===== src/hw/rtl/plgs_pkg.sv =====
// ----------------------------------------------------------------------------
// plgs_pkg
// Shared types and constants for the lookahead goal selector.
// ----------------------------------------------------------------------------
`default_nettype none
package plgs_pkg;

  localparam int PATH_DEPTH  = 1024;
  localparam int COORD_W     = 24;
  localparam int ADDR_W      = $clog2(PATH_DEPTH);
  localparam int COUNT_W     = ADDR_W + 1;
  localparam int CFG_W       = 16;
  localparam int CFG_IDX_W   = 2;
  localparam int DIST_W      = 2 * COORD_W + 1;
  localparam int POINT_W     = 2 * COORD_W;
  localparam int QUEUE_DEPTH = 4;
  localparam int QPTR_W      = $clog2(QUEUE_DEPTH);

  localparam logic [CFG_IDX_W-1:0] REG_RADIUS    = 2'd0;
  localparam logic [CFG_IDX_W-1:0] REG_BAND      = 2'd1;
  localparam logic [CFG_IDX_W-1:0] REG_TOLERANCE = 2'd2;

  localparam logic ACT_LOAD = 1'b0;
  localparam logic ACT_POS  = 1'b1;

  localparam logic KIND_GOAL   = 1'b0;
  localparam logic KIND_ARRIVE = 1'b1;

  typedef struct packed {
    logic                      pos;
    logic                      fin;
    logic signed [COORD_W-1:0] x;
    logic signed [COORD_W-1:0] y;
  } item_t;

  typedef struct packed {
    logic  valid;
    item_t item;
  } queue_head_t;

endpackage
`default_nettype wire


===== src/hw/rtl/plgs_front.sv =====
// ----------------------------------------------------------------------------
// plgs_front
// Accept and tag input beats and hold them in a short queue for the engine.
// ----------------------------------------------------------------------------
`default_nettype none
module plgs_front (
  input  wire logic                               clk,
  input  wire logic                               rst,
  input  wire logic                               start,
  input  wire logic                               action,
  input  wire logic signed [plgs_pkg::COORD_W-1:0] coord_x,
  input  wire logic signed [plgs_pkg::COORD_W-1:0] coord_y,
  input  wire logic                               final_point,
  input  wire logic                               pop,
  output logic                                    busy,
  output plgs_pkg::queue_head_t                   head
);
  import plgs_pkg::*;

  item_t             slots [QUEUE_DEPTH];
  logic [QPTR_W-1:0] wp;
  logic [QPTR_W-1:0] rp;
  logic [QPTR_W:0]   cnt;
  logic              push;
  item_t             tagged_item;

  always_comb begin
    busy             = (cnt == (QPTR_W+1)'(QUEUE_DEPTH));
    push             = start && !busy;
    tagged_item.pos  = (action == ACT_POS);
    tagged_item.fin  = final_point && (action == ACT_LOAD);
    tagged_item.x    = coord_x;
    tagged_item.y    = coord_y;
    head.valid       = (cnt != '0);
    head.item        = slots[rp];
  end

  always_ff @(posedge clk) begin
    if (push) begin
      slots[wp] <= tagged_item;
    end
    if (rst) begin
      wp  <= '0;
      rp  <= '0;
      cnt <= '0;
    end else begin
      if (push) begin
        wp <= wp + 1'b1;
      end
      if (pop) begin
        rp <= rp + 1'b1;
      end
      if (push && !pop) begin
        cnt <= cnt + 1'b1;
      end else if (pop && !push) begin
        cnt <= cnt - 1'b1;
      end
    end
  end

  assert property (@(posedge clk) disable iff (rst) pop |-> head.valid)
    else $error("pop from empty queue");
  assert property (@(posedge clk) disable iff (rst) busy |=> !$past(push))
    else $error("push while full");
  assert property (@(posedge clk) disable iff (rst)
    (push && !pop) |=> cnt == $past(cnt) + 1'b1)
    else $error("queue count lost a beat");

endmodule
`default_nettype wire


===== config.mk =====
export PLATFORM = sky130hd
export DESIGN_NAME = plgs_front
export DESIGN_NICKNAME = d
export VERILOG_FILES = /design/src/hw/rtl/plgs_pkg.sv /design/src/hw/rtl/plgs_front.sv
export SDC_FILE = /design/constraint.sdc
export NUM_CORES = 1
export LEC_CHECK = 0
export BUFFER_PORTS_ARGS = -buffer_cell sky130_fd_sc_hd__buf_2
export CORE_ASPECT_RATIO = 0.75
export CORE_MARGIN = 8
export CORE_UTILIZATION = 55
export DETAILED_ROUTE_END_ITERATION = 8
export GPL_TIMING_DRIVEN = 1
export PLACE_DENSITY = 0.83
export SLEW_MARGIN = 20
export SYNTH_ARGS = -nofsm -noshare
export SYNTH_HDL_FRONTEND = slang
export SYNTH_SLANG_ARGS = --single-unit

===== constraint.sdc =====
create_clock -name clk -period 3.4 [get_ports clk]
set_input_delay 0.68 -clock clk [delete_from_list [all_inputs] [get_ports clk]]
set_output_delay 0.68 -clock clk [all_outputs]
set_load 0.02 [all_outputs]

**Word level (Yosys, flattened, before mapping)**

Memories as Yosys holds them, arrays and structs flattened. A register that Yosys moved wholly into a read port is not among the register bits.
Cells that the tools add are included.

- Add/sub/neg operators: 4
- Equal/unequal tests: 1
- Muxes and demuxes: 6
- Bitwise logic cells: 1
- Reductions and logical operators: 9

Operators by type and width:

| operator | number |
|---|---|
| $mux 3 | 2 |
| $add 2x1->2 const B | 2 |
| $logic_and 1x1->1 | 4 |
| $mux 2 | 2 |
| $add 3x1->3 const B | 1 |
| $eq 3x3->1 const B | 1 |
| $logic_not 1->1 | 3 |
| $reduce_bool 3->1 | 1 |
| $sub 3x1->3 const B | 1 |
| $mux 1 | 2 |
| $reduce_bool 2->1 | 1 |
| $not 1->1 | 1 |

- Bits in registers: 7
- Bits in writable memories: 200
- Input port bits: 54
- Output and inout port bits: 52
- Word-level logic and storage cells: 25
- Memories: 1

Memory list:

| name | depth | width | rd ports | clocked after memory_dff | write ports | RTL line | text |
|---|---|---|---|---|---|---|---|
| slots | 4 | 50 | 1 | 1 | 1 | plgs_front.sv:20 | `item_t slots [QUEUE_DEPTH];` |

**Logic depth before layout (Yosys ltp)**

Gate-level depths: netlist of the first run.

- Word-level depth: 7
- Gate-level depth with buffers: 8
- Mapped depth without buffers: 8

**Worst setup path after synthesis of the first run**

No wires, ideal clock.

- Path type: in2reg
- From: input start
- To: memory slots[0][0] (netlist name) (enable)
- Setup time: 0.413 ns
- Arrival time: 2.207 ns
- Required time: 2.987 ns
- Path slack: 0.781 ns
- Stages: 3
- Buffers on the path: 0
- Cells stage by stage: inv_1 -> nor2_1 -> and2_1

- Cells in the longest elaborated chain, start to end: 3

RTL lines:

| what | RTL line | text |
|---|---|---|
| start: declaration | plgs_front.sv:9 | `input wire logic start,` |
| $logic_and 1x1->1 | plgs_front.sv:29 | `push = start && !busy;` |
| named net push | plgs_front.sv:24 | `logic push;` |
| $mux 1 | plgs_front.sv:39 | `if (push) begin` |
| $mux 1 (not written as such) | plgs_front.sv:40 | `slots[wp] <= tagged_item;` |
| end: declaration | plgs_front.sv:20 |  |

The timed path passes the listed nets, and every way through them passes these cells.

==> results of run 1 <==
==> critical path, cell delays in order (launching register included) <==
cell and delay [ps]:
dfxtp_4 650, buf_12 300, mux4_2 570, buf_2 190
==> power breakdown <==
part / switching [mW] / internal [mW]
clock network: 0.906 / 1.14
registers: 0.0912 / 3.06
logic: 0.502 / 0.352
total: 1.50 / 4.56
==> sequential cells by signal, indices dropped and copies added (netlist names), named ones only <==
signal  flops
slots     200
cnt         3
rp          2
wp          2
==> layout make-up <==
| type | instances | area (sq um) | area share, % |
|---|---|---|---|
| timing repair buffer | 111 | 646 | 7.11 |
| inverter | 5 | 18.8 | 0.207 |
| sequential | 209 | 6190 | 68.2 |
| clock buffer | 24 | 537 | 5.91 |
| tap | 175 | 219 | 2.41 |
| multi-input combinational | 84 | 1390 | 15.3 |
| clock inverter | 12 | 75.1 | 0.827 |
==> final timing paths <==
path / startpoint / end / slack [ps] / depth (start not counted)
hold reg to reg: cnt[2] / cnt[2] / 530 / 2
setup / recovery: flip-flop / head[25] / 510 / 3
setup reg to reg: cnt[0] / cnt[2] / 1200 / 8
hold / removal: coord_x[17] / slots[3][41] / 410 / 1
==> placed cells by master (no fill, tap or decap), types with 2 or more instances in the layout <==
cell and instances:
clkbuf_1 3, buf_12 6, nand2b_1 2, inv_1 5
clkinv_2 4, clkinv_1 3, dfxtp_1 7, mux2i_1 2
o21ai_0 2, a21oi_1 2, and2_2 4, clkbuf_16 21
nor2_1 6, mux4_2 50, or3_1 3, clkinvlp_4 2
edfxtp_1 200, xor2_1 3, buf_2 105, ha_1 5
==> kinds of logic after synthesis <==
kind of cell	Yosys count	synth area share (%)
AOI/OAI and AO/OA	4	0.259
xor gates and xnor gates	4	0.453
adders and majority gates	6	1.07
buffers and inverters	18	2.10
DFF	209	80.0
muxes	52	14.8
and+or+nand+nor	18	1.31
==> routing by layer <==
layer,up-vias,part of all wire (%),GRT usage [%]
met1,1817,41,19.8
met5,-,0.16,0
met4,4,1.6,3.58
met2,112,50,26.5
li1,1550,-,-
met3,22,6.8,4.48
==> run_results.csv, run 1 <==
group,metric,value,unit
detailed_routing,postRouteAntennaNets,0,
synthesis,synth_fp_nets,371,
clock_tree,cts_resized,0,
clock_tree,htree_levels,1,
cells_and_area,fillers,887,
sta,hold_viol,0,
grt,grt_use_total,15.6,%
sta,fin_setup_tns,0,ps
sta,maxSlewHeadroom,54.1,%
detailed_routing,wl_per_cell,22.5,um
floorplanning,die_y,119,um
synthesis,synth_ff_type,"edfxtp_1",
clock_tree,clock_latency,480,ps
sta,fin_crit_sh,85.1,%
detailed_routing,via_per_inst,5.65,
power,leakagePower,3.09,nW
synthesis,synth_top_area_share,77.7,%
floorplanning,core_area,0.0137,sq mm
synthesis,synth.area.top_cells,"edfxtp_1 78%, mux4_2 15%, dfxtp_1 2.3%",
sta,max_clock_freq,345,MHz
clock_tree,clkTransAtPathRegs,70,ps
power,cellPowerDensity,667,mW/mm^2
cells_and_area,final_cell_count_no_fill,620,
place,numPortBuffers,105,
clock_tree,cts-root-buf,"clkbuf_16",
place,place_ws,893,ps
floorplanning,initial_core_util,56.2,%
grt,antenna_found_initial,2,
cells_and_area,antenna-diode-count,0,
clock_tree,numCtsBuffers,20,
place,postPlaceCellArea,0.00846,sq mm
synthesis,ys_warn_count,0,
detailed_routing,wirelength,14.0,mm
clock_tree,cts_tree,"built",
critical_path,worstPathArrival,2210,ps
floorplanning,die_x,153,um
synthesis,synth_area,0.00773,sq mm
synthesis,synth.ff_latch_count,209,
floorplanning,dieArea,0.0182,sq mm
critical_path,end_kind,"output pin",
detailed_routing,drc,0,
synthesis,seq_area_frac_synth,80.0,%
synthesis,ys_types,23,
clock_tree,post_cts_buffers,0,
critical_path,cp-start-kind,"flip-flop",
grt,grt_pass1_wl,22.1,mm
outcome,status,"complete, no violations",
sta,worst_hold_slack,413,ps
grt,overflow,0,
detailed_routing,first_iter_violations,284,
run,cap_violations,0,
min_path,min_path_type,"in2reg",
floorplanning,io-pin-count,106,
critical_path,path_max_fanout,28,
detailed_routing,via_count,3505,
sta,worst-slew-pin-transition,688,ps
grt,grt_max_degree,29,
power,vdd_drop_max,455,uV
place,place.gp.congestion,0.698,
sta,grt_setup_unrepaired,"no",
floorplanning,rows,37,
synthesis,post-synth-top-count-cell,"edfxtp_1",
synthesis,yosysTopAreaCell,"edfxtp_1",
sta,skew,8.52,ps
detailed_routing,drtPass1Iterations,4,
cells_and_area,drive_gt1_share,44.5,%
cells_and_area,final_core_util,66.0,%
synthesis,syn_inst,311,
sta,finalSetupViolCount,0,
clock_tree,cts_buffer_depth,3,
clock_tree,cts.hold.buffers_added,0,
critical_path,path_class,"reg2out",
clock_tree,clkSinkCount,209,
sta,fin_crit,2890,ps
power,total_power,6.06,mW
synthesis,ys_top_cells_by_count,"200 x edfxtp_1, 50 x mux4_2, 9 x dfxtp_1",
place,dp_cells,584,
critical_path,critPathRequiredTime,2720,ps
cells_and_area,final_area,0.00908,sq mm
cells_and_area,nets,491,
sta,drv_slew,0,
synthesis,synth.avg_cell_area,24.9,sq um
sta,worst_slack,505,ps
synthesis,synth-edff-count,200,
grt,grt_pass1_vias,3873,
place,dp_hpwl,9.02,mm
synthesis,synthArstFlopShare,0,%
cells_and_area,area_delta_synth_final,17.4,%
Power figures use the tool's default switching activity.
==> run 2: changes to the inputs <==
--- a/config.mk
+++ b/config.mk
@@ -6,12 +6,14 @@
 export NUM_CORES = 1
 export LEC_CHECK = 0
 export BUFFER_PORTS_ARGS = -buffer_cell sky130_fd_sc_hd__buf_2
+export CELL_PAD_IN_SITES_DETAIL_PLACEMENT = 0
+export CELL_PAD_IN_SITES_GLOBAL_PLACEMENT = 1
 export CORE_ASPECT_RATIO = 0.75
 export CORE_MARGIN = 8
-export CORE_UTILIZATION = 55
+export CORE_UTILIZATION = 50
 export DETAILED_ROUTE_END_ITERATION = 8
 export GPL_TIMING_DRIVEN = 1
-export PLACE_DENSITY = 0.83
+export PLACE_DENSITY = 0.85
 export SLEW_MARGIN = 20
 export SYNTH_ARGS = -nofsm -noshare
 export SYNTH_HDL_FRONTEND = slang
==> run 2 against run 1 <==
Count of clock-buffer cells in the layout grew 7. Register-to-register slack better by 30 ps. Cell count grew 5.5%. Largest cell class unchanged.
==> run_results.csv, run 2 (synthesized netlist as in run 1, its figures left out) <==
group,metric,value,unit
clock_tree,clock_latency,490,ps
place,dp_hpwl,9.10,mm
power,switching_power,1.47,mW
detailed_routing,route.met3.wl,999,um
critical_path,crit_family,"flip-flops",
power,leakagePower,3.10,nW
critical_path,path_max_fanout,23,
detailed_routing,wirelength,14.2,mm
grt,grt_use_total,14.4,%
clock_tree,numCtsBuffers,20,
critical_path,cp_slowest_stage_delay,740,ps
power,cellPowerDensity,661,mW/mm^2
critical_path,slowest_stage,"dfxtp_2",
power,total_power,6.03,mW
clock_tree,post_cts_buffers,0,
cells_and_area,largest_reg_flops,200,
floorplanning,io-pin-count,106,
clock_tree,clkTransAtPathRegs,60,ps
clock_tree,cts_resized,0,
detailed_routing,via_count,3511,
sta,skew,13.8,ps
floorplanning,die_x,160,um
clock_tree,cts.hold.buffers_added,0,
sta,fin_crit,2910,ps
sta,hold_viol,0,
power,swShare,24.3,%
power,pwr-share-seq,52.3,%
clock_tree,htree_levels,1,
clock_tree,cts-root-buf,"clkbuf_16",
sta,fin_setup_tns,0,ps
floorplanning,dieArea,0.0197,sq mm
sta,worst-slew-pin-transition,677,ps
detailed_routing,postRouteAntennaNets,0,
grt,antenna_found_initial,1,
cells_and_area,top_register,"slots",
cells_and_area,area_delta_synth_final,17.8,%
detailed_routing,drtPass1Iterations,4,
floorplanning,rows,39,
cells_and_area,final_common_cell,"edfxtp_1",
clock_tree,cts_buffer_depth,3,
cells_and_area,nets,495,
critical_path,path_class,"reg2out",
floorplanning,core_area,0.0152,sq mm
critical_path,rrSetupSlack,1230,ps
cells_and_area,fillers,1079,
grt,grt_max_degree,29,
min_path,hold_end,"slots[3][23]",
critical_path,cp-start-kind,"flip-flop",
floorplanning,initial_core_util,51.0,%
detailed_routing,wl_met1,5.86,mm
critical_path,cp_num_cells,3,
cells_and_area,antenna-diode-count,0,
detailed_routing,first_iter_violations,245,
critical_path,reg2reg_depth,8,
power,vdd_drop_max,529,uV
grt,grt_pass1_wl,21.8,mm
sta,drv_slew,0,
critical_path,worstPathCellList,"buf_4, mux4_2, buf_2",
detailed_routing,drc,0,
critical_path,timing.rr.start,"cnt[0]",
power,p_comb_share,14.2,%
clock_tree,cts_tree,"built",
sta,fin_crit_sh,85.5,%
place,numPortBuffers,105,
critical_path,critPathRequiredTime,2720,ps
grt,grt_pass1_vias,3808,
cells_and_area,final_cell_mix,"200 x edfxtp_1, 105 x buf_2, 50 x mux4_2",
run,cap_violations,0,
sta,maxSlewHeadroom,54.9,%
detailed_routing,highest_layer,"met5",
sta,finalSetupViolCount,0,
critical_path,crit_buf_inv,2,
grt,overflow,0,
sta,grt_setup_unrepaired,"no",
critical_path,timing.rr.end,"cnt[2]",
detailed_routing,wl_met2,7.04,mm
detailed_routing,wl_per_cell,21.7,um
outcome,status,"complete, no violations",
sta,max_clock_freq,344,MHz
detailed_routing,via_per_inst,5.37,
critical_path,end_kind,"output pin",
clock_tree,clkSinkCount,209,
min_path,min_delay_path_depth,1,
power,p_int,4.56,mW
critical_path,worstPathArrival,2230,ps
min_path,hold_start,"coord_y[23]",
min_path,min_path_type,"in2reg",
floorplanning,die_y,124,um
cells_and_area,top_regs,"slots x200, cnt x3",
cells_and_area,drive_gt1_share,43.9,%
place,place.gp.congestion,0.706,
power,power_frac_clock,33.5,%
run 2: cell count changes in the layout (fill, tap and decap cells not counted), sizes merged:
cell	before	now
clkinv	8	5
buf	111	115
inv	7	5
clkinvlp	2	0
clkbuf	24	31
run 2: per-layer routing:
layer  vias to the layer above  global-route usage [%]
li1                       1554                       -
met1                      1811                    17.6
met2                       122                    25.0
met3                        22                    4.23
met4                         2                    3.94
met5                         -                       0
run 2: power groups by stage:
stage / registers (mW) / logic (mW) / clock network [mW]
floorplan: 3.16 / 0.600 / 0
global placement: 3.19 / 0.859 / 0
detailed placement: 3.21 / 0.880 / 0
CTS: 3.15 / 0.881 / 2.07
global route: 3.17 / 0.925 / 2.16
finish: 3.15 / 0.858 / 2.02
run 2: area by class of cell:
type | instances | area, sq um | share of cell area, %
clock inverters | 5 | 27.5 | 0.302
well taps | 205 | 256 | 2.82
repair buffers | 115 | 663 | 7.28
clock buffers | 31 | 563 | 6.18
inverters | 5 | 18.8 | 0.206
flip-flops and latches | 209 | 6190 | 68.0
multi-input cells | 84 | 1390 | 15.3
run 2: worst max path at each step:
stage	from	end
final	flip-flop	head[14]
after global routing	flip-flop	head[14]
after CTS	flip-flop	head[14]
after detailed placement	flip-flop	head[14]
after global placement	flip-flop	head[14]
after floorplan	start	slots[0][0]
run 2: per-stage QoR:
step / hold WS, ps / instance area [sq um] / setup slack [ps] / util, % / cells
floorplan: 460 / 7730 / 781 / - / 311
global placement: 474 / 8520 / 932 / 56.1 / 618
detailed placement: 501 / 8520 / 928 / 56.1 / 618
CTS: 389 / 9110 / 413 / 60.0 / 654
global route: 389 / 9110 / 332 / 60.0 / 654
finish: 407 / 9110 / 494 / 60.0 / 654
==> run 3: changes to the inputs <==
--- a/config.mk
+++ b/config.mk
@@ -5,15 +5,16 @@
 export SDC_FILE = /design/constraint.sdc
 export NUM_CORES = 1
 export LEC_CHECK = 0
+export ABC_AREA = 1
 export BUFFER_PORTS_ARGS = -buffer_cell sky130_fd_sc_hd__buf_2
 export CELL_PAD_IN_SITES_DETAIL_PLACEMENT = 0
 export CELL_PAD_IN_SITES_GLOBAL_PLACEMENT = 1
 export CORE_ASPECT_RATIO = 0.75
 export CORE_MARGIN = 8
-export CORE_UTILIZATION = 50
+export CORE_UTILIZATION = 47
 export DETAILED_ROUTE_END_ITERATION = 8
 export GPL_TIMING_DRIVEN = 1
-export PLACE_DENSITY = 0.85
+export PLACE_DENSITY = 0.84
 export SLEW_MARGIN = 20
 export SYNTH_ARGS = -nofsm -noshare
 export SYNTH_HDL_FRONTEND = slang
==> run 3 against run 2 <==
Die area grew 9.2%. Hold slack gained 7.8 ps. Wire length rose by 16%. Total power grew 1.4%. Fmax rose by 0.87%. Sequential cell count unchanged. Critical path depth up 1. Combinational power fell by 16%. Clock skew down 3.4 ps. Cell count rose by 35%. Critical path type unchanged. Largest cell class unchanged. Largest power group unchanged.
==> run_results.csv, run 3 <==
group,metric,value,unit
outcome,status,"complete, no violations",
power,cellPowerDensity,655,mW/mm^2
sta,fin_setup_tns,0,ps
cells_and_area,top_regs,"slots x200, cnt x3",
critical_path,slowest_stage,"dfxtp_4",
clock_tree,cts_tree,"built",
sta,fin_crit_sh,84.7,%
synthesis,synth-edff-count,200,
cells_and_area,final_core_util,55.7,%
sta,max_clock_freq,347,MHz
floorplanning,rows,41,
grt,grt_max_degree,101,
clock_tree,htree_levels,1,
sta,maxSlewHeadroom,58.5,%
critical_path,path_max_fanout,47,
synthesis,ys_top_cells_by_count,"200 x edfxtp_1, 109 x nor2_1, 60 x o21ai_1",
cells_and_area,final_common_cell,"edfxtp_1",
detailed_routing,first_iter_violations,379,
sta,skew,10.4,ps
critical_path,cp_slowest_stage_delay,700,ps
critical_path,worstPathArrival,2200,ps
critical_path,worstPathCellList,"buf_4, o21ai_0, o22ai_1, buf_2",
synthesis,synth.ff_latch_count,209,
synthesis,ys_types,23,
critical_path,rrSetupSlack,1180,ps
critical_path,end_kind,"output pin",
grt,grt_pass1_vias,4859,
floorplanning,dieArea,0.0216,sq mm
place,dp_hpwl,9.81,mm
synthesis,synth.area.top_cells,"edfxtp_1 75%, nor2_1 5.1%, o22ai_1 3.9%",
synthesis,synth.avg_cell_area,14.6,sq um
sta,grt_setup_unrepaired,"no",
cells_and_area,largest_reg_flops,200,
detailed_routing,via_count,4744,
detailed_routing,postRouteAntennaNets,0,
clock_tree,cts-root-buf,"clkbuf_16",
critical_path,path_class,"reg2out",
sta,fin_crit,2880,ps
power,vdd_drop_max,483,uV
synthesis,seq_area_frac_synth,77.0,%
synthesis,synth_top_area_share,74.8,%
sta,hold_viol,0,
cells_and_area,area_delta_synth_final,16.3,%
cells_and_area,drive_gt1_share,23.6,%
min_path,min_path_type,"in2reg",
grt,grt_use_total,14.9,%
cells_and_area,nets,718,
synthesis,synthArstFlopShare,0,%
floorplanning,die_x,167,um
floorplanning,io-pin-count,106,
sta,drv_slew,0,
sta,worst-slew-pin-transition,621,ps
synthesis,synth_fp_nets,610,
cells_and_area,final_cell_mix,"200 x edfxtp_1, 105 x nor2_1, 105 x buf_2",
power,leakagePower,3.32,nW
cells_and_area,antenna-diode-count,0,
grt,antenna_found_initial,1,
floorplanning,core_area,0.0168,sq mm
detailed_routing,wl_per_cell,18.6,um
sta,finalSetupViolCount,0,
synthesis,yosysTopAreaCell,"edfxtp_1",
clock_tree,numCtsBuffers,21,
cells_and_area,top_register,"slots",
synthesis,synth_ff_type,"edfxtp_1",
critical_path,crit_buf_inv,2,
detailed_routing,wirelength,16.5,mm
detailed_routing,via_per_inst,5.36,
run,cap_violations,0,
power,total_power,6.11,mW
place,numPortBuffers,105,
clock_tree,cts_resized,0,
synthesis,synth_area,0.00803,sq mm
critical_path,crit_family,"flip-flops",
clock_tree,clkTransAtPathRegs,60,ps
critical_path,cp-start-kind,"flip-flop",
grt,grt_pass1_wl,25.5,mm
floorplanning,initial_core_util,47.9,%
cells_and_area,final_area,0.00934,sq mm
clock_tree,clock_latency,480,ps
place,place.gp.congestion,0.739,
place,postPlaceCellArea,0.00863,sq mm
critical_path,critPathRequiredTime,2720,ps
clock_tree,clkSinkCount,209,
synthesis,ys_warn_count,0,
synthesis,syn_inst,550,
floorplanning,die_y,129,um
detailed_routing,drtPass1Iterations,4,
clock_tree,cts.hold.buffers_added,0,
detailed_routing,drc,0,
clock_tree,cts_buffer_depth,3,
grt,overflow,0,
clock_tree,post_cts_buffers,0,
synthesis,post-synth-top-count-cell,"edfxtp_1",
==> run 3: worst paths after layout <==
kind                    start      endpoint  cells past startpoint
setup reg to reg       cnt[0]  slots[1][16]                      5
hold reg to reg         rp[1]     flip-flop                      1
setup / recovery    flip-flop      head[13]                      4
hold / removal    coord_x[18]  slots[1][42]                      1
==> run 3: report_power, final <==
part / total (mW) / switching (mW) / internal [mW]
Clock: 2.32 / 0.879 / 1.44
Sequential: 3.07 / 0.0583 / 3.01
Combinational: 0.721 / 0.506 / 0.215
Total: 6.11 / 1.44 / 4.67
==> run 3: routing by layer <==
layer / GRT usage, % / wire length [um] / up-vias
li1: - / - / 2264
met1: 19.8 / 7510 / 2319
met2: 24.6 / 7630 / 140
met3: 3.74 / 1130 / 19
met4: 3.22 / 211 / 2
met5: 0 / 10 / -
==> run 3: cells by family (layout without fill, tap and decap cells) <==
logic type | after synthesis | in the layout | share of synthesized area (%)
AO/OA/AOI/OAI | 159 | 159 | 10.7
AND/OR/NAND/NOR | 124 | 124 | 5.97
adder cells (fa/ha/maj) | 6 | 6 | 1.03
buffers and inverters | 52 | 172 | 5.27
flip-flops | 209 | 209 | 77.0
==> run 3: worst register-to-register path, stage by stage, from the launching register on <==
cell and delay, ps:
dfxtp_1 380, inv_2 70, nand3_1 220, nand2_1 320, nor2_4 580, buf_12 310
==> run 3: metrics by stage <==
step           cells  hold WS (ps)  worst slack [ps]
2_1_floorplan    550           412              48.8
3_3_place_gp     850           419              1080
3_5_place_dp     850           429              1020
4_1_cts          885           398               514
5_1_grt          885           397               375
6_report         885           415               519
==> run 3: area by class of cell <==
class	instances	area, sq um
timing repair buffer	116	633
sequential	209	6190
multi-input combinational	289	1450
inverter	21	91.3
tap	215	269
clock inverter	7	109
clock buffer	28	592
fill	1326	7440
